`config.mk`:
```
export PLATFORM = sky130hd
export DESIGN_NAME = orup_front
export DESIGN_NICKNAME = d
export VERILOG_FILES = /design/src/orup_pkg.sv /design/src/orup_front.sv
export SDC_FILE = /design/constraint.sdc
export NUM_CORES = 1
export LEC_CHECK = 0
export BUFFER_PORTS_ARGS = -buffer_cell sky130_fd_sc_hd__buf_2
export CORE_ASPECT_RATIO = 0.8
export CORE_UTILIZATION = 46
export DETAILED_ROUTE_END_ITERATION = 10
export GPL_ROUTABILITY_DRIVEN = 1
export HOLD_SLACK_MARGIN = 0.08
export PLACE_DENSITY = 0.78
export SETUP_SLACK_MARGIN = 0.02
export SYNTH_ARGS = -nofsm -noshare
export SYNTH_HDL_FRONTEND = slang
export SYNTH_SLANG_ARGS = --single-unit
```
`constraint.sdc`:
```
create_clock -name clk_i -period 9.6 [get_ports clk_i]
set_input_delay 1.44 -clock clk_i [delete_from_list [all_inputs] [get_ports clk_i]]
set_output_delay 1.44 -clock clk_i [all_outputs]
set_load 0.05 [all_outputs]
```
`src/orup_pkg.sv`:
```
// Shared types and constants for the occupancy ray update block.
package orup_pkg;

  localparam int COORD_BITS = 16;
  localparam int CELL_BITS  = 16;
  localparam int DELTA_BITS = COORD_BITS + 1;
  localparam int ERR_BITS   = COORD_BITS + 4;
  localparam int STEP_BITS  = 16;
  localparam int BOUND_BITS = 10;
  localparam int LOW_BITS   = 11;
  localparam int CFG_IDX_BITS = 8;
  localparam int CFG_DATA_BITS = 16;

  localparam logic [CELL_BITS-1:0] CELL_MAX  = {CELL_BITS{1'b1}};
  localparam logic [CELL_BITS-1:0] CELL_HALF = {1'b1, {(CELL_BITS-1){1'b0}}};

  // Configuration register indexes.
  localparam logic [CFG_IDX_BITS-1:0] CFG_LOWER_STEP = 8'd0;
  localparam logic [CFG_IDX_BITS-1:0] CFG_RAISE_STEP = 8'd1;
  localparam logic [CFG_IDX_BITS-1:0] CFG_COLS       = 8'd2;
  localparam logic [CFG_IDX_BITS-1:0] CFG_ROWS       = 8'd3;

  // Item kinds.
  localparam logic KIND_RAY  = 1'b0;
  localparam logic KIND_READ = 1'b1;

  typedef struct packed {
    logic                         kind;
    logic signed [COORD_BITS-1:0] start_x;
    logic signed [COORD_BITS-1:0] start_y;
    logic signed [COORD_BITS-1:0] end_x;
    logic signed [COORD_BITS-1:0] end_y;
  } in_item_t;

  typedef struct packed {
    logic [CELL_BITS-1:0] cell_value;
    logic [LOW_BITS-1:0]  cells_lowered;
    logic                 cell_raised;
    logic                 out_of_grid;
  } out_item_t;

  // Classified job handed from the front to the back.
  typedef struct packed {
    logic                         kind;
    logic signed [COORD_BITS-1:0] x;
    logic signed [COORD_BITS-1:0] y;
    logic signed [COORD_BITS-1:0] ex;
    logic signed [COORD_BITS-1:0] ey;
    logic                         sx_neg;
    logic                         sy_neg;
    logic                         xmajor;
    logic [DELTA_BITS-1:0]        dmaj;
    logic [DELTA_BITS-1:0]        dmin;
    logic signed [ERR_BITS-1:0]   p0;
  } job_t;

endpackage

```
`src/orup_front.sv`:
```
// Front end: accepts items, works out ray direction and Bresenham setup.
module orup_front import orup_pkg::*; (
  input  logic     clk_i,
  input  logic     rst_ni,
  input  logic     push,
  output logic     full,
  input  in_item_t item_i,
  input  logic     busy_i,
  output logic     job_valid_o,
  input  logic     job_ready_i,
  output job_t     job_o
);

  logic     stage_v_q, stage_v_d;
  in_item_t stage_q;
  logic     accept;

  logic signed [DELTA_BITS-1:0] dxs, dys;
  logic [DELTA_BITS-1:0]        adx, ady;
  logic                         xmaj;

  assign full   = busy_i || (stage_v_q && !job_ready_i);
  assign accept = push && !full;

  // Staging register for one accepted beat.
  always_comb begin
    stage_v_d = stage_v_q;
    if (accept) begin
      stage_v_d = 1'b1;
    end else if (stage_v_q && job_ready_i) begin
      stage_v_d = 1'b0;
    end
  end

  always_ff @(posedge clk_i or negedge rst_ni) begin
    if (!rst_ni) begin
      stage_v_q <= 1'b0;
    end else begin
      stage_v_q <= stage_v_d;
    end
  end

  always_ff @(posedge clk_i) begin
    if (accept) begin
      stage_q <= item_i;
    end
  end

  // Deltas, step signs and the initial decision term.
  always_comb begin
    dxs  = {stage_q.end_x[COORD_BITS-1], stage_q.end_x}
         - {stage_q.start_x[COORD_BITS-1], stage_q.start_x};
    dys  = {stage_q.end_y[COORD_BITS-1], stage_q.end_y}
         - {stage_q.start_y[COORD_BITS-1], stage_q.start_y};
    adx  = dxs[DELTA_BITS-1] ? DELTA_BITS'(-dxs) : DELTA_BITS'(dxs);
    ady  = dys[DELTA_BITS-1] ? DELTA_BITS'(-dys) : DELTA_BITS'(dys);
    xmaj = adx > ady;
    job_o.kind   = stage_q.kind;
    job_o.x      = stage_q.start_x;
    job_o.y      = stage_q.start_y;
    job_o.ex     = stage_q.end_x;
    job_o.ey     = stage_q.end_y;
    job_o.sx_neg = dxs[DELTA_BITS-1] || (dxs == '0);
    job_o.sy_neg = dys[DELTA_BITS-1] || (dys == '0);
    job_o.xmajor = xmaj;
    job_o.dmaj   = xmaj ? adx : ady;
    job_o.dmin   = xmaj ? ady : adx;
    job_o.p0     = $signed({2'b00, job_o.dmin, 1'b0}) - $signed({3'b000, job_o.dmaj});
  end

  assign job_valid_o = stage_v_q;

endmodule

```
==> results.toml <==
[detailed_routing]
drt-total-wl_um = 14500
drt-pass1-iter-count = 5
antenna_left = 0
drc = 0
drt_iter0_drc = 325
route.detailed.wl_per_inst_um = 14.2
vias_per_cell = 5.26
detailroute.via_count = 5355

[grt]
antenna_found_initial = 0
grt_pass1_wl_um = 23800
groute.usage.overall_pct = 22.4
grt_overflow_total = 0
largest_net_degree_at_the_start_of_global_routing = 47
grt_pass1_vias = 5017

[synth]
post_synth_instance_area_mm2 = 0.00593
synth.top_cells.by_area = "edfxtp_1 (33%), ha_1 (14%), xnor2_1 (6.1%), a21oi_1 (4.4%), o21ai_0 (3.7%)"
ys_warn_count = 0
syn_avg_cell_area_um2 = 9.19
net_count_of_the_mapped_netlist = 786
synth-edff-count = 65
dominantRegCellSynth = "edfxtp_1"
seq_area_frac_synth_pct = 33.3
synth_cell_type_count = 72
ys_seq_elements = 66
netlist.top_cell.by_area = "edfxtp_1"
ffs_w_async_s_r_synth_pct = 1.52
yosys_top_cell_area_share_pct = 32.9
synthesis.instances = 646

[sta]
worst_clock_skew_ns = 0.00557
timing.setup.tns_ns = 0
layout_min_cycle_time_ns = 9.14
tightestPinTransition_ns = 0.865
max_clock_freq_mhz = 109
slew_headroom_pct = 42.2
fin_crit_sh_pct = 95.2
report.final.setup_viol = 0
grt_setup_unrepaired = "false"
final_hold_viol_count = 0
total_count_of_max_transition_violations_in_the_final_report = 0

[layout]
finish.net_count = 983
finish.utilization_pct = 61.3
layout.cell_area.non_filler_mm2 = 0.00760
final_layout_size_suffix_gt1_share_pct = 30.1
flow.area_growth_from_synthesis_pct = 28.0
nFillCells = 1093
final_cells = 1019
antenna_cells = 0

[clock_tree]
ctsLongestPathBuffers = 2
cts.htree.levels = 3
root_buffer = "clkbuf_16"
cts_tree = "built"
clock-sinks = 66
worstSkewPairLatency_ns = 0.33
clkSlewWorstSetupHoldPaths_ns = 0.05
tritoncts.num_buffers = 9
cts_hold_buffers = 0

[setup_path]
r2r-end = "job_o[71]"
critical_path_launch_point = "job_o[57]"
worst-path-max-fanout = 10
r2r_start = "job_valid_o"
critical-path-max-stage-delay_ns = 0.57
setup.worst_path.end = "job_o[18]"
timing_worst_setup_path_type = "reg -> out"
depth_of_the_most_critical_reg_to_reg_path = 4
cp_data_arrival_time_ns = 7.70
category_of_the_worst_setup_path_capture_point = "primary output"
critical-path-slowest-cell = "or4_4"
cp.required_ns = 8.16
ff2ff_setup_slack_ns = 7.45
timing.critical_path.from_type = "flip-flop"

[placed_design]
port_buffers = 193
dp.cells = 999
placed_instance_area_mm2 = 0.00713
place_congestion = 0.870
hpwlAfterDp_um = 11800

[outcome]
result_of_the_run = "finished clean"

[worst_hold_path]
worst_hold_path_class = "reg -> reg"

[die]
die-area_mm2 = 0.0134
placeableCoreArea_mm2 = 0.0124
rows = 36
floorplan.initialDensity_pct = 47.9
die_h_um = 104
floorplan.io_pins = 194
floorplan.die.width_um = 129

[run]
cap_violations = 0
[worst min-delay path by stage]
stage / depth (start not counted) / slack, ns / start / endpoint
detailed placement: 2 / 0.52 / job_valid_o / job_valid_o
global route: 2 / 0.59 / job_valid_o / job_valid_o
CTS: 2 / 0.54 / job_valid_o / job_valid_o
finish: 2 / 0.54 / job_valid_o / job_valid_o
global placement: 2 / 0.51 / job_valid_o / job_valid_o
floorplan: 2 / 0.81 / job_valid_o / job_valid_o
[cell usage in the layout (no fill, tap or decap), drive strengths merged, types with 3 or more instances in the layout]
cell type / synthesis / layout
nand2b: 14 / 14
a211oi: 4 / 4
o31ai: 8 / 8
xnor2: 41 / 41
mux2i: 4 / 4
clkbuf: 7 / 14
edfxtp: 65 / 65
o21a: 22 / 22
a21o: 16 / 16
or3: 4 / 4
nor2b: 9 / 9
nand4: 5 / 5
nor3: 14 / 14
nor2: 49 / 49
nor3b: 3 / 3
a211o: 3 / 3
xor2: 20 / 20
a21boi: 3 / 3
fa: 3 / 3
a31oi: 6 / 6
nand3: 14 / 14
buf: 8 / 200
nand2: 44 / 44
o21bai: 5 / 5
inv: 50 / 50
a21oi: 52 / 52
or2: 5 / 5
o31a: 6 / 6
ha: 67 / 67
and3: 6 / 6
and2: 6 / 6
o21ai: 50 / 50
[cell type report]
class	instances	area (um2)	area share [%]
clock buffers	13	240	3.16
clock inverters	3	63.8	0.840
inverters	50	188	2.47
multi-input cells	515	3860	50.8
flip-flops and latches	66	1980	26.0
well taps	171	214	2.82
repair buffers	201	1060	13.9
[metal layers]
metal | wire [um] | track usage [%]
met2 | 6250 | 33.4
met1 | 7070 | 31.8
met4 | 158 | 6.72
met3 | 1020 | 5.68
met5 | 0 | 0
[cell usage after synthesis (4+ instances only)]
cell type	number
nand4_1	5
o31ai_1	7
o21bai_1	5
nand3_1	14
o21ai_0	44
o31a_1	4
a21o_1	16
a31oi_1	6
and3_1	6
nand2_1	43
xor2_1	20
edfxtp_1	65
ha_1	67
o21a_1	21
a21oi_1	52
inv_1	50
buf_4	5
xnor2_1	41
nor3_1	13
or3_1	4
nor2_1	49
clkbuf_1	7
and2_1	6
nor2b_1	8
o21ai_1	6
mux2i_1	4
nand2b_1	14
[through the flow]
stage	worst slack, ns	hold WS, ns
4_1_cts	0.0700	0.542
5_1_grt	0.00792	0.586
3_3_place_gp	0.417	0.507
2_1_floorplan	0.0354	0.813
3_5_place_dp	0.219	0.519
6_report	0.460	0.536
[sequential cells by signal, summed over array words and instances, names as in the netlist]
name and cells:
job_o 65, job_valid_o 1
[cells by family after synthesis]
group                      Yosys count  share of synthesized area [%]
and+or+nand+nor                    184                           15.7
xor gates and xnor gates            61                           9.00
adders and majority gates           70                           15.1
DFF                                 66                           33.3
muxes                                5                          0.864
buffers and inverters               65                           4.49
AOI/OAI and AO/OA                  195                           21.5
[critical path: cells and delay by family, from the launching register on]
family,cells,cell delay [ns]
adder cells (fa/ha/maj),4,1.19
AO/OA/AOI/OAI,16,3.31
buffers and inverters,4,0.52
XOR/XNOR,1,0.22
flip-flops,1,0.38
multiplexers,1,0.11
AND/OR/NAND/NOR,8,1.65
[what timing repair did]
action                                  4_1_cts  5_1_grt
endpoints found under the setup margin        3       10
buffers inserted                              0        4
gates cloned                                  0        0
resized for setup                             8       22
endpoints found under the hold margin         0        0
pin swaps                                     0        3
Power is left out: the tool's default activity adds up to more than one toggle a clock period on the data nets, which glitch-free logic cannot reach.
