--- src/orup_pkg.sv ---
// Shared types and constants for the occupancy ray update block.
package orup_pkg;

  localparam int COORD_BITS = 16;
  localparam int CELL_BITS  = 16;
  localparam int DELTA_BITS = COORD_BITS + 1;
  localparam int ERR_BITS   = COORD_BITS + 4;
  localparam int STEP_BITS  = 16;
  localparam int BOUND_BITS = 10;
  localparam int LOW_BITS   = 11;
  localparam int CFG_IDX_BITS = 8;
  localparam int CFG_DATA_BITS = 16;

  localparam logic [CELL_BITS-1:0] CELL_MAX  = {CELL_BITS{1'b1}};
  localparam logic [CELL_BITS-1:0] CELL_HALF = {1'b1, {(CELL_BITS-1){1'b0}}};

  // Configuration register indexes.
  localparam logic [CFG_IDX_BITS-1:0] CFG_LOWER_STEP = 8'd0;
  localparam logic [CFG_IDX_BITS-1:0] CFG_RAISE_STEP = 8'd1;
  localparam logic [CFG_IDX_BITS-1:0] CFG_COLS       = 8'd2;
  localparam logic [CFG_IDX_BITS-1:0] CFG_ROWS       = 8'd3;

  // Item kinds.
  localparam logic KIND_RAY  = 1'b0;
  localparam logic KIND_READ = 1'b1;

  typedef struct packed {
    logic                         kind;
    logic signed [COORD_BITS-1:0] start_x;
    logic signed [COORD_BITS-1:0] start_y;
    logic signed [COORD_BITS-1:0] end_x;
    logic signed [COORD_BITS-1:0] end_y;
  } in_item_t;

  typedef struct packed {
    logic [CELL_BITS-1:0] cell_value;
    logic [LOW_BITS-1:0]  cells_lowered;
    logic                 cell_raised;
    logic                 out_of_grid;
  } out_item_t;

  // Classified job handed from the front to the back.
  typedef struct packed {
    logic                         kind;
    logic signed [COORD_BITS-1:0] x;
    logic signed [COORD_BITS-1:0] y;
    logic signed [COORD_BITS-1:0] ex;
    logic signed [COORD_BITS-1:0] ey;
    logic                         sx_neg;
    logic                         sy_neg;
    logic                         xmajor;
    logic [DELTA_BITS-1:0]        dmaj;
    logic [DELTA_BITS-1:0]        dmin;
    logic signed [ERR_BITS-1:0]   p0;
  } job_t;

endpackage

--- src/orup_queue.sv ---
// Two-entry queue of classified jobs between the front and the back.
module orup_queue import orup_pkg::*; (
  input  logic clk_i,
  input  logic rst_ni,
  input  logic wr_valid_i,
  output logic wr_ready_o,
  input  job_t wr_job_i,
  output logic rd_valid_o,
  input  logic rd_pop_i,
  output job_t rd_job_o
);

  job_t       slot_q [2];
  logic       head_q, head_d, tail_q, tail_d;
  logic [1:0] cnt_q, cnt_d;
  logic       wr, rd;

  assign wr_ready_o = cnt_q != 2'd2;
  assign rd_valid_o = cnt_q != 2'd0;
  assign wr = wr_valid_i && wr_ready_o;
  assign rd = rd_pop_i && rd_valid_o;
  assign rd_job_o = slot_q[head_q];

  // Pointer and count update.
  always_comb begin
    head_d = rd ? !head_q : head_q;
    tail_d = wr ? !tail_q : tail_q;
    cnt_d  = cnt_q + {1'b0, wr} - {1'b0, rd};
  end

  always_ff @(posedge clk_i or negedge rst_ni) begin
    if (!rst_ni) begin
      head_q <= 1'b0;
      tail_q <= 1'b0;
      cnt_q  <= 2'd0;
    end else begin
      head_q <= head_d;
      tail_q <= tail_d;
      cnt_q  <= cnt_d;
    end
  end

  always_ff @(posedge clk_i) begin
    if (wr) begin
      slot_q[tail_q] <= wr_job_i;
    end
  end

endmodule

--- config.mk ---
export PLATFORM = sky130hd
export DESIGN_NAME = orup_queue
export DESIGN_NICKNAME = d
export VERILOG_FILES = /design/src/orup_pkg.sv /design/src/orup_queue.sv
export SDC_FILE = /design/constraint.sdc
export NUM_CORES = 1
export LEC_CHECK = 0
export BUFFER_PORTS_ARGS = -buffer_cell sky130_fd_sc_hd__clkbuf_2
export CORE_AREA = 2 2 197 199
export DETAILED_ROUTE_END_ITERATION = 8
export DIE_AREA = 0 0 199 201
export SYNTH_ARGS = -nofsm -noshare
export SYNTH_HDL_FRONTEND = slang
export SYNTH_SLANG_ARGS = --single-unit
--- constraint.sdc ---
create_clock -name clk_i -period 10.4 [get_ports clk_i]
set_input_delay 1.04 -clock clk_i [delete_from_list [all_inputs] [get_ports clk_i]]
set_output_delay 1.04 -clock clk_i [all_outputs]
set_load 0.01 [all_outputs]
==> summary.md, run 1 <==
The worst setup skew after layout is 0.0126 ns. During placement, the flow inserted port buffers numbering 249. The worst register-to-register path has a depth of 3. The part of the Yosys area used for sequential elements is 79.7%, and the number of nets still failing antenna checks after routing is 0. The vertical die dimension came out at 201 microns.

The floorplan step defined a core boundary enclosing 0.0381 sq mm. The signal on the critical path passes through buf_4 > mux2_2 > clkbuf_2. After global routing the overflow that remains totals 0. Dividing the detail-routed wire length by the instance count gives 14.9 microns. In the routed design, unresolved DRC markers number 0. The logs give 529 for the synthesized netlist net count and 0 for the number of cells upsized or downsized after cts. The buffer levels on the longest clock path was 3. For the data required time of the critical path, the log shows 9.36 ns. For the summed negative setup slack over all endpoints, the log shows 0 ns. The initial cell density of the core was 24.4%.

The number of placed instances, taps included, is 1160. The worst hold slack across all endpoints is 0.306 ns. The setup path with the least slack is of type reg2out. The logs give 1 for the CTS H-tree depth and 248 for the CTS sink count. 0 antenna diodes ended up in the layout. The final net count came out at 799. For this design the top-level I/O count stands at 250. Nature of the critical path endpoint: a primary output. The clock root buffer master is sky130_fd_sc_hd__clkbuf_16.

In this run the power density over the cells is 282 mW/mm^2. The data arrival time of the critical path came out at 2.47 ns. Buffers inserted to repair hold after CTS numbered 0. The die span in x works out to 199 microns. STA classifies the critical path startpoint as a flop. Entering global routing, the biggest net connects 65 pins. The run gives 402 as the count of mapped cells out of synthesis.

At the later pin of the worst-skew pair, clock insertion delay measures 0.54 ns. The final critical-path required period is 3.51 ns. The routed via count divided by cell count was 3.83. The cell at the slowest stage of the critical path is sky130_fd_sc_hd__buf_4. After synthesis, the mean cell area works out to 23.2 sq um. Sequential cell fraction of total power: 42.1%.

The tools report the portion of total power attributed to combinational logic as 30.2%. For the total CTS buffers, the log shows 28. The total net switching power is 976 uW, and the total of fill cells in the finished design is 3756. Routability-driven placement finished with a final weighted congestion of 0.667.

The achievable frequency is 285 MHz. The logs give 0 for the number of buffers inserted by post-CTS setup repair and 8.76% for the global-route total usage across every layer. The tools report the initial antenna violation count as 4. Before antenna repair, the detailed router went through 6 iterations. Internal power comes to 2410 uW. The number of synthesis warnings came out at 0.

The HPWL after detailed placement is 11600 microns. The die outline area is 0.0400 sq mm, and the switching power share of the total is 28.8%. For the via count, the log shows 4637. The run gives 132 uV as the maximum vdd ir drop. The largest fanout on the critical path came out at 63. The flow ran to the end, and the final reports show no timing, DRC or antenna violations. The number of setup violations in the final report was 0. The number of storage elements in the synthesis netlist was 248. The run gives 29.5% as the worst slew slack as a fraction of its limit. The worst hold path belongs to the class in2async. Dividing the final minimum period by the clock period gives 33.7%. The register clock-pin slew on the reported worst setup and hold paths is 0.06 ns, and the count of standard-cell rows is 72.

For the total wire length after detailed routing, the log shows 18100 microns. Setup repair after global routing left no endpoint under its margin. The delay of the slowest cell on the worst path works out to 0.73 ns.

Global-route wire length before repair: 26800 microns. Yosys mapped the design onto 20 distinct sky130hd cell types. The slew of the pin with the lowest slew margin works out to 1.06 ns. First-iteration detailed-routing DRC count: 146.

The proportion of power drawn by the clock network was 27.6%. The analysis attributes to cell leakage a power of 0.00462 uW. The number of failing hold endpoints at the final stage was 0. The post-route netlist has 60.7% of its cells at a drive strength greater than 1.

Relative to the synthesized area, the layout overhead comes to 29.0%. TritonCTS built the clock tree. The synthesized netlist occupies a cell area of 0.00932 sq mm. The via count of the first global-routing pass was 4845.

The final instance count without filler cells was 1210; the max-cap check violation count was 0. For the final-report max-slew violation count, the log shows 0. The library cells used most frequently in the layout, excluding fill and tap cells, are sky130_fd_sc_hd__clkbuf_2, sky130_fd_sc_hd__edfxtp_1, sky130_fd_sc_hd__mux2_4, sky130_fd_sc_hd__mux2_2, sky130_fd_sc_hd__clkbuf_16. The most common cell after layout, fill and taps aside is sky130_fd_sc_hd__clkbuf_2.
-- worst max-delay path, delay by kind of cell, from the launching register on --
family	cells	cell delay (ns)
buffers and inverters	2	0.87
DFF	1	0.49
muxes	1	0.42
-- cell usage after synthesis --
library cell               instances  area (sq um)
sky130_fd_sc_hd__nand3_1           1          5.00
sky130_fd_sc_hd__nor2b_1           1          6.26
sky130_fd_sc_hd__buf_8             1          15.0
sky130_fd_sc_hd__o21ba_2           1          10.0
sky130_fd_sc_hd__mux2_2           52           586
sky130_fd_sc_hd__a311oi_1          1          8.76
sky130_fd_sc_hd__nor4bb_1          1          10.0
sky130_fd_sc_hd__nor2_1            3          11.3
sky130_fd_sc_hd__dfrtp_1           4           100
sky130_fd_sc_hd__buf_2             5          25.0
sky130_fd_sc_hd__nand2_1           2          7.51
sky130_fd_sc_hd__o21ai_0           1          5.00
sky130_fd_sc_hd__mux2_4           70          1050
sky130_fd_sc_hd__ha_1              1          12.5
sky130_fd_sc_hd__nand2b_1          1          6.26
sky130_fd_sc_hd__or2_2             1          6.26
sky130_fd_sc_hd__and3_1            1          6.26
sky130_fd_sc_hd__buf_6             8          90.1
sky130_fd_sc_hd__xnor2_1           3          26.3
sky130_fd_sc_hd__edfxtp_1        244          7330
-- area by class of cell --
class                      instances  area, sq um  area share [%]
clock inverter                    17          141            1.18
multi-input combinational        140         1770            14.7
clock buffer                      33          741            6.16
timing repair buffer             254         1280            10.7
sequential                       248         7430            61.8
tap                              518          648            5.39
-- power by group through the flow --
stage / Combinational, uW / Clock, uW / Sequential [uW]
floorplan: 712 / 0 / 1460
global placement: 1050 / 0 / 1440
detailed placement: 1060 / 0 / 1450
CTS: 1060 / 975 / 1430
global route: 1110 / 1010 / 1450
finish: 1030 / 937 / 1430
-- final timing paths --
path / startpoint / end / slack (ns)
min in group clk_i: tail_q$_DFFE_PN0P_ / tail_q$_DFFE_PN0P_ / 0.55
worst max register to register: cnt_q[0]$_DFF_PN0_ / slot_q[1][102]$_DFFE_PP_ / 7.67
worst min register to register: tail_q$_DFFE_PN0P_ / tail_q$_DFFE_PN0P_ / 0.55
worst min-delay path: rst_ni / head_q$_DFFE_PN0P_ / 0.31
max in group asynchronous: rst_ni / head_q$_DFFE_PN0P_ / 9.94
worst max-delay path: head_q$_DFFE_PN0P_ / rd_job_o[10] / 6.89
-- registers in the layout, indices dropped and copies added, names as in the netlist --
name	count
head_q	1
tail_q	1
cnt_q	2
slot_q	244
-- logic make-up after synthesis --
family	count (synthesis)	share of synthesized area, %
compound gates	3	0.255
simple gates	11	0.631
xor+xnor	3	0.282
fa+ha+maj	1	0.134
buf+inv	14	1.40
flops	248	79.7
mux	122	17.6
-- stage by stage --
step	setup WS (ns)	util [%]	area, sq um	total power (uW)
floorplan	3.61	-	9320	2170
global placement	7.04	29.2	11100	2490
detailed placement	7.00	29.2	11100	2510
CTS	6.81	31.5	12000	3470
global route	6.75	31.5	12000	3570
finish	6.89	31.5	12000	3390
-- per-layer routing --
metal / up-vias / GRT usage [%] / wire [microns] / part of all wire, %
met2: 173 / 14.4 / 8490 / 47
met3: 45 / 3.75 / 1850 / 10
met5: - / 0 / 49 / 0.27
met4: 8 / 3.57 / 524 / 2.9
li1: 2149 / - / - / -
met1: 2262 / 10.0 / 7150 / 40
No activity file was read; power rests on OpenSTA's default activity.
==> inputs of run 2 (changes only) <==
--- a/config.mk
+++ b/config.mk
@@ -5,10 +5,11 @@
 export SDC_FILE = /design/constraint.sdc
 export NUM_CORES = 1
 export LEC_CHECK = 0
+export ABC_AREA = 1
 export BUFFER_PORTS_ARGS = -buffer_cell sky130_fd_sc_hd__clkbuf_2
-export CORE_AREA = 2 2 197 199
+export CORE_AREA = 2 2 195 197
 export DETAILED_ROUTE_END_ITERATION = 8
-export DIE_AREA = 0 0 199 201
+export DIE_AREA = 0 0 197 199
 export SYNTH_ARGS = -nofsm -noshare
 export SYNTH_HDL_FRONTEND = slang
 export SYNTH_SLANG_ARGS = --single-unit
==> constraint.sdc (replaced) <==
create_clock -name clk_i -period 3.2 [get_ports clk_i]
set_input_delay 0.32 -clock clk_i [delete_from_list [all_inputs] [get_ports clk_i]]
set_output_delay 0.32 -clock clk_i [all_outputs]
set_load 0.01 [all_outputs]
==> run 2 against run 1 <==
Against the previous run:
- non-clock buffer count increased by 125
- critical path type unchanged
- worst setup slack got worse by 6.1 ns
- register-to-register slack got worse by 6.2 ns
- sequential share of layout area decreased by 4.6 points
- largest power group unchanged
- sequential power increased to 3.2 times the previous value
- die area decreased by 2.0%
- critical path depth increased by 2
- clock skew decreased by 0.0040 ns
- final area increased by 8.1%
==> summary.md, run 2 <==
The tools report the final net count as 1178 (was 799). The tools report the startpoint of the worst register-to-register path as cnt_q[1]$_DFF_PN0_ (was cnt_q[0]$_DFF_PN0_). The register with the highest flop count was slot_q (unchanged).

The largest fanout on the critical path works out to 34 (was 63). The number of buffers inserted by post-CTS setup repair was 0 (unchanged); the iteration count of the initial detailed-routing pass was 4 (was 6). The switching power share of the total was 34.4% (was 28.8%); the final critical-path required period was 2.46 ns. The run finished with clean final reports. The CTS sink count is 248 (unchanged), and the initial antenna violation count is 3 (was 4). Dominant cell by count in the synthesized netlist: sky130_fd_sc_hd__nand2_1 (was sky130_fd_sc_hd__edfxtp_1).

Top Registers: slot_q: 244 flops, cnt_q: 2 flops (unchanged). The final design instance area without fill is 0.0130 sq mm (was 0.0120 sq mm), and the number of flip-flops under the largest register name is 244 (unchanged). The total power per unit cell area came out at 858 mW/mm^2 (was 282 mW/mm^2).

The proportion of synthesized flip-flops having asynchronous set or reset is 1.61% (unchanged), and the setup slack of the most critical reg-to-reg path is 1.46 ns (was 7.67 ns). The clock root buffer master was sky130_fd_sc_hd__clkbuf_16 (unchanged). The run gives 250 (unchanged) as the boundary pin count. Number of I/O port buffers: 249 (unchanged).

The synthesized netlist net count was 796 (was 529). The summed negative setup slack over all endpoints came out at 0 ns (unchanged). The tools report the nature of the critical path startpoint as a flop (unchanged).

The placeable core area came out at 0.0371 sq mm (was 0.0381 sq mm). Endpoint of the most critical register-to-register path: slot_q[1][70]$_DFFE_PP_ (was slot_q[1][102]$_DFFE_PP_). The logs give 0 (unchanged) for the final-report max-slew violation count and 0.686 (was 0.667) for the last weighted congestion value of the routability-driven placer. Largest cells by area after synthesis: sky130_fd_sc_hd__edfxtp_1, sky130_fd_sc_hd__nand2_1, sky130_fd_sc_hd__dfrtp_1 (was sky130_fd_sc_hd__edfxtp_1, sky130_fd_sc_hd__mux2_4, sky130_fd_sc_hd__mux2_2).

The logs give 81.3% (was 79.7%) for the part of the Yosys area used for sequential elements and 0.0392 sq mm (was 0.0400 sq mm) for the die outline area. For the worst hold slack across all endpoints, the log shows 0.0580 ns (was 0.306 ns). The total chip power is 11100 uW (was 3390 uW).

The register clock-pin slew on the reported worst setup and hold paths came out at 0.06 ns (about the same). The cell internal power dissipation was 7310 uW (was 2410 uW); the fraction of final layout cells sized beyond drive strength 1 was 27.7% (was 60.7%). The logs give 26.2% (was 27.6%) for the proportion of power drawn by the clock network and 0 (unchanged) for the number of synthesis warnings.

The via count is 6133 (was 4637), and the vertical die dimension is 199 microns (was 201 microns). The maximum vdd ir drop was 504 uV (was 132 uV). In the finished design, the share of the clock period the worst path needs comes to 76.8%. The tools report the data arrival time of the critical path as 2.14 ns (was 2.47 ns). The number of setup violations in the final report came out at 0 (unchanged).

The cell count of the worst reg-to-reg path works out to 4 (was 3). Setup repair after global routing left no endpoint under its margin. The cell depth of the worst min-delay path was 3; the count of mapped cells out of synthesis was 669 (was 402). The number of synthesized flops with an enable pin was 244 (unchanged); the count of distinct cell types in the synthesized netlist was 14 (was 20). The most common cell after layout, fill and taps aside is sky130_fd_sc_hd__nand2_1 (was sky130_fd_sc_hd__clkbuf_2). The nature of the critical path endpoint is a primary output (unchanged). The buffer levels on the longest clock path came out at 3 (unchanged). The logs give 0.00549 uW (was 0.00462 uW) for the leakage power summed over all cells and 2.88 ns (was 9.36 ns) for the data required time of the critical path. The total CTS buffers was 28 (unchanged). The tools report the worst-case hold path end point as tail_q$_DFFE_PN0P_. The total congestion overflow is 0 (unchanged). Most frequent cells in the layout: sky130_fd_sc_hd__nand2_1, sky130_fd_sc_hd__clkbuf_2, sky130_fd_sc_hd__edfxtp_1, sky130_fd_sc_hd__dlygate4sd3_1, sky130_fd_sc_hd__clkbuf_16 (was sky130_fd_sc_hd__clkbuf_2, sky130_fd_sc_hd__edfxtp_1, sky130_fd_sc_hd__mux2_4, sky130_fd_sc_hd__mux2_2, sky130_fd_sc_hd__clkbuf_16).

The max-cap check violation count is 0 (unchanged), and the routed via count divided by cell count is 3.96 (was 3.83). The global-route wire length before repair is 32700 microns (was 26800 microns). Worst hold-check path type: in2reg (was in2async). Die span in x: 197 microns (was 199 microns).

The run gives 57.8% (was 29.5%) as the worst slew slack as a fraction of its limit. Fraction of post-synthesis cell area in the top cell type by area: 80.2% (was 78.7%). The initial cell density of the core was 24.6% (was 24.4%); the first-iteration detailed-routing DRC count was 247 (was 146). The logs give 0 (unchanged) for the number of nets still failing antenna checks after routing and 0.0109 sq mm (was 0.0111 sq mm) for the post-placement cell area. The worst setup skew after layout came out at 0.00859 ns (was 0.0126 ns). The logs give 32.5% (was 30.2%) for the portion of total power attributed to combinational logic and 1 (unchanged) for the CTS H-tree depth. The slew of the pin with the lowest slew margin was 0.633 ns (was 1.06 ns); the number of failing hold endpoints at the final stage was 0 (unchanged). For the mapped cell area, the log shows 0.00914 sq mm (was 0.00932 sq mm). The tools report the remaining routing DRC violations as 0 (unchanged). The predominant post-synthesis flop cell was sky130_fd_sc_hd__edfxtp_1 (unchanged).

The run gives 123 (was 65) as the largest net degree at the start of global routing. The average size of a mapped cell is 13.7 sq um (was 23.2 sq um). Most instantiated cells after synthesis: sky130_fd_sc_hd__nand2_1, sky130_fd_sc_hd__edfxtp_1, sky130_fd_sc_hd__buf_4, sky130_fd_sc_hd__buf_2, sky130_fd_sc_hd__buf_6 (was sky130_fd_sc_hd__edfxtp_1, sky130_fd_sc_hd__mux2_4, sky130_fd_sc_hd__mux2_2, sky130_fd_sc_hd__buf_6, sky130_fd_sc_hd__buf_2). The layout-stage area growth over the synthesis result was 42.1% (was 29.0%). The number of storage elements in the synthesis netlist is 248 (unchanged), and the total net switching power is 3830 uW (was 976 uW). The via count of the first global-routing pass came out at 6048 (was 4845).

The HPWL after detailed placement is 12700 microns (was 11600 microns). The later-pin clock latency in the skew report came out at 0.54 ns (about the same). The total wire length after detailed routing came out at 21700 microns (was 18100 microns). For this run, the top clock speed supported by timing is 407 MHz. Sequential cell fraction of total power: 41.3% (was 42.1%). Dominant cell type by area after synthesis: sky130_fd_sc_hd__edfxtp_1 (unchanged).

TritonCTS built the clock tree. The startpoint of the tightest hold check path was wr_valid_i. Critical path start-end classification: reg2out (unchanged). For the count of standard-cell rows, the log shows 71 (was 72).

The global-route total usage across every layer is 10.7% (was 8.76%). The number of cells upsized or downsized after cts was 0 (unchanged). The wire length per cell came out at 14.0 microns (was 14.9 microns).
==> run 2: worst max path at each step <==
stage,startpoint,to,cells past startpoint
2_1_floorplan,cnt_q[1]$_DFF_PN0_,slot_q[1][0]$_DFFE_PP_,3
3_3_place_gp,head_q$_DFFE_PN0P_,rd_job_o[34],5
3_5_place_dp,head_q$_DFFE_PN0P_,rd_job_o[97],5
4_1_cts,head_q$_DFFE_PN0P_,rd_job_o[97],5
5_1_grt,head_q$_DFFE_PN0P_,rd_job_o[25],5
6_report,head_q$_DFFE_PN0P_,rd_job_o[97],5
==> run 2: cell type report <==
cell class              instances  area, sq um
diodes                          2         5.00
clock buffers                  39          773
clock inverters                11         65.1
fillers                      3591        24100
inverters                       8         32.5
multi-input cells             386         1480
flip-flops and latches        248         7430
well taps                     474          593
repair buffers                379         2610
==> run 2: per-stage QoR <==
step                      util, %  setup slack (ns)  instances
after floorplan                 -             -1.14        669
after global placement       29.4              1.29       1372
after detailed placement     29.4              1.26       1372
after CTS                    35.0             0.661       1545
after global routing         35.0             0.594       1546
final                        35.0             0.742       1547
==> run 2: cell families after synthesis <==
logic type	Yosys count	share of synthesized area (%)
xor gates and xnor gates	1	0.0959
adders and majority gates	1	0.137
and+or+nand+nor	382	15.7
buffers and inverters	35	2.66
AOI/OAI and AO/OA	2	0.109
DFF	248	81.3
==> run 2: timing repair <==
| action | CTS | global route |
|---|---|---|
| endpoints found under the setup margin | 0 | 0 |
| hold endpoints to repair | 248 | 0 |
| hold buffers | 123 | 0 |
==> run 2: critical path, cell delays in order, from the launching register on <==
cell and delay (ns):
sky130_fd_sc_hd__dfrtp_4 0.50, sky130_fd_sc_hd__inv_4 0.31, sky130_fd_sc_hd__buf_4 0.44, sky130_fd_sc_hd__nand2_1 0.10
sky130_fd_sc_hd__nand2_1 0.09, sky130_fd_sc_hd__clkbuf_2 0.13
==> run 2: power groups by stage <==
stage          clock network, uW  logic, uW  registers (uW)
6_report                    2920       3620            4600
3_5_place_dp                   0       3570            4670
2_1_floorplan                  0       2100            4700
3_3_place_gp                   0       3550            4650
5_1_grt                     3160       4030            4660
4_1_cts                     3030       3700            4610
==> run 2: layer usage <==
metal	GRT usage (%)	wire (microns)	share of wire [%]	up-vias
li1	-	-	-	3024
met1	13.3	9340	43	2876
met2	17.7	10200	47	201
met3	3.31	1670	7.7	30
met4	3.73	495	2.3	2
met5	0	11	0.051	-
==> inputs of run 3 (changes only) <==
==> constraint.sdc (replaced) <==
create_clock -name clk_i -period 2.4 [get_ports clk_i]
set_input_delay 0.24 -clock clk_i [delete_from_list [all_inputs] [get_ports clk_i]]
set_output_delay 0.24 -clock clk_i [all_outputs]
set_load 0.01 [all_outputs]
==> run 3 against run 2 <==
Against the previous run:
- clock-buffer cell count rose by 1
- utilization up 0.15 points
- sequential share of layout area fell by 0.25 points
- clock skew grew 0.0010 ns
- critical path depth fell by 1
- register-to-register slack worse by 0.76 ns
- worst setup slack lost 0.59 ns
- die area is the same
- sequential cell count stayed put
- via count grew 0.42%
- critical endpoint is now rd_job_o[106]
==> summary.md, run 3 (same netlist as run 2, synthesis figures left out) <==
The via count of the first global-routing pass was 6214 (was 6048); the wire length per cell was 14.1 microns (was 14.0 microns). The tools report the final-report max-slew violation count as 0 (unchanged). Data arrival time of the critical path: 2.01 ns (was 2.14 ns). Most frequent cells in the layout: sky130_fd_sc_hd__nand2_1, sky130_fd_sc_hd__clkbuf_2, sky130_fd_sc_hd__edfxtp_1, sky130_fd_sc_hd__dlygate4sd3_1, sky130_fd_sc_hd__clkbuf_16 (unchanged).

The maximum vdd ir drop came out at 864 uV (was 504 uV). Setup repair after global routing left no endpoint under its margin. The iteration count of the initial detailed-routing pass is 4 (unchanged). The last weighted congestion value of the routability-driven placer is 0.749 (was 0.686), and the global-route wire length before repair is 32900 microns (was 32700 microns). The logs give 0 (unchanged) for the number of nets still failing antenna checks after routing and 250 (unchanged) for the boundary pin count. The register clock-pin slew on the reported worst setup and hold paths came out at 0.06 ns (about the same).

The critical path launch point is head_q$_DFFE_PN0P_ (unchanged). The global-route total usage across every layer is 10.8% (was 10.7%). The run gives 3578 (was 3591) as the total of fill cells in the finished design.

The tools report the number of failing hold endpoints at the final stage as 0 (unchanged). The tools report the nature of the critical path startpoint as a flop (unchanged). For the finished layout, the period the worst path requires is 2.25 ns. The fraction of final layout cells sized beyond drive strength 1 was 28.2% (was 27.7%); the CTS H-tree depth was 1 (unchanged).

TritonCTS built the clock tree. Worst hold-check path type: in2async (was in2reg). The tools report the clock root buffer master as sky130_fd_sc_hd__clkbuf_16 (unchanged). In the finished design, the share of the clock period the worst path needs comes to 93.6%. The count of standard-cell rows was 71 (unchanged); the CTS sink count was 248 (unchanged). The slew of the pin with the lowest slew margin was 0.519 ns (was 0.633 ns); the later-pin clock latency in the skew report was 0.53 ns (was 0.54 ns).

The routed via count divided by cell count is 3.99 (was 3.96), and the final net count is 1179 (was 1178). The most common cell after layout, fill and taps aside was sky130_fd_sc_hd__nand2_1 (unchanged). The post-placement cell area is 0.0110 sq mm (was 0.0109 sq mm). The tools report the worst setup slack after layout as 0.154 ns (was 0.742 ns).

The register with the highest flop count is slot_q (unchanged). Top Registers: slot_q: 244 flops, cnt_q: 2 flops (unchanged). The largest fanout on the critical path came out at 102 (was 34).

The achievable frequency was 445 MHz. The HPWL after detailed placement came out at 13600 microns (was 12700 microns). The logs give 0.644 ns (was 1.26 ns) for the setup slack after placement and 0 (was 2) for the antenna diode instance count.

The layout-stage area growth over the synthesis result was 42.8% (was 42.1%); the total wire length after detailed routing was 21900 microns (was 21700 microns). The startpoint of the worst register-to-register path was cnt_q[1]$_DFF_PN0_ (unchanged). The critical path start-end classification was reg2out (unchanged). The max-cap check violation count is 0 (unchanged), and the leakage power summed over all cells is 0.00553 uW (was 0.00549 uW). The initial cell density of the core came out at 24.6% (unchanged). Worst setup skew after layout: 0.00964 ns (was 0.00859 ns). The die outline area is 0.0392 sq mm (unchanged), and the placeable core area is 0.0371 sq mm (unchanged). The logs give 103 (was 123) for the largest net degree at the start of global routing and 221 (was 247) for the first-iteration detailed-routing DRC count.

The total power per unit cell area is 1140 mW/mm^2 (was 858 mW/mm^2), and the buffer levels on the longest clock path is 3 (unchanged). The number of flip-flops under the largest register name is 244 (unchanged). The total CTS buffers came out at 26 (was 28). The tools report the total congestion overflow as 0 (unchanged).

The data required time of the critical path is 2.16 ns (was 2.88 ns). The total chip power is 14900 uW (was 11100 uW). The worst hold slack across all endpoints is 0.0552 ns (was 0.0580 ns), and the die span in x is 197 microns (unchanged). The run gives 0.0130 sq mm (about the same) as the final design instance area without fill. For the worst slew slack as a fraction of its limit, the log shows 65.4% (was 57.8%).

The via count was 6159 (was 6133); the vertical die dimension was 199 microns (unchanged). The number of I/O port buffers is 249 (unchanged), and the initial antenna violation count is 2 (was 3). Nature of the critical path endpoint: a primary output (unchanged).

The flow ran to the end, and the final reports show no timing, DRC or antenna violations. The number of setup violations in the final report was 0 (unchanged). The tools report the remaining routing DRC violations as 0 (unchanged).
run 3: cell types whose count changed in the layout (fill, tap and decap cells not counted), sizes merged:
cell | before | now
buf | 7 | 10
bufinv | 0 | 1
clkbuf | 288 | 289
clkinv | 7 | 6
clkinvlp | 3 | 0
diode | 2 | 0
inv | 9 | 8
run 3: final cells by class:
class / instances / area, sq um / area share, %
repair buffers: 382 / 2650 / 20.3
clock inverters: 7 / 62.6 / 0.480
inverters: 8 / 35.0 / 0.269
clock buffers: 40 / 774 / 5.94
well taps: 474 / 593 / 4.55
flip-flops and latches: 248 / 7430 / 57.0
multi-input cells: 386 / 1500 / 11.5
run 3: report_power, final:
| group | switching, uW | total (uW) | internal, uW |
|---|---|---|---|
| Clock | 1570 | 3880 | 2320 |
| Sequential | 300 | 6210 | 5910 |
| Combinational | 3170 | 4840 | 1660 |
| Total | 5040 | 14900 | 9890 |
run 3: final timing paths:
kind	end	depth (start not counted)	slack [ns]
max	rd_job_o[106]	4	0.15
min	cnt_q[1]$_DFF_PN0_	2	0.06
max reg2reg	slot_q[0][71]$_DFFE_PP_	4	0.70
min reg2reg	cnt_q[0]$_DFF_PN0_	1	0.56
max in group asynchronous	head_q$_DFFE_PN0P_	2	2.18
min in group clk_i	tail_q$_DFFE_PN0P_	3	0.06
run 3: worst max-delay path: stages (launching register included):
cell and delay (ns):
sky130_fd_sc_hd__dfrtp_4 0.61, sky130_fd_sc_hd__buf_16 0.38, sky130_fd_sc_hd__nand2_1 0.09, sky130_fd_sc_hd__nand2_1 0.11
sky130_fd_sc_hd__clkbuf_2 0.14
run 3: through the flow:
| step | TNS [ns] | std cells | utilization [%] |
|---|---|---|---|
| floorplan | -112.96 | 669 | - |
| CTS | 0 | 1545 | 35.1 |
| global route | 0 | 1545 | 35.1 |
| finish | 0 | 1545 | 35.1 |
| global placement | 0 | 1375 | 29.5 |
| detailed placement | 0 | 1375 | 29.5 |
run 3: timing repair:
action | CTS | global route
setup buffers | 0 | 0
endpoints found under the setup margin | 0 | 14
resized for setup | 0 | 5
hold buffers | 123 | 0
hold endpoints to repair | 248 | 0
run 3: routing by layer:
layer	up-vias	wire length, microns	part of all wire (%)	track usage [%]
met2	228	10400	47	18.2
met5	-	24	0.11	0
li1	3023	-	-	-
met3	50	1650	7.5	3.07
met1	2854	9170	42	13.2
met4	4	650	3.0	4.46
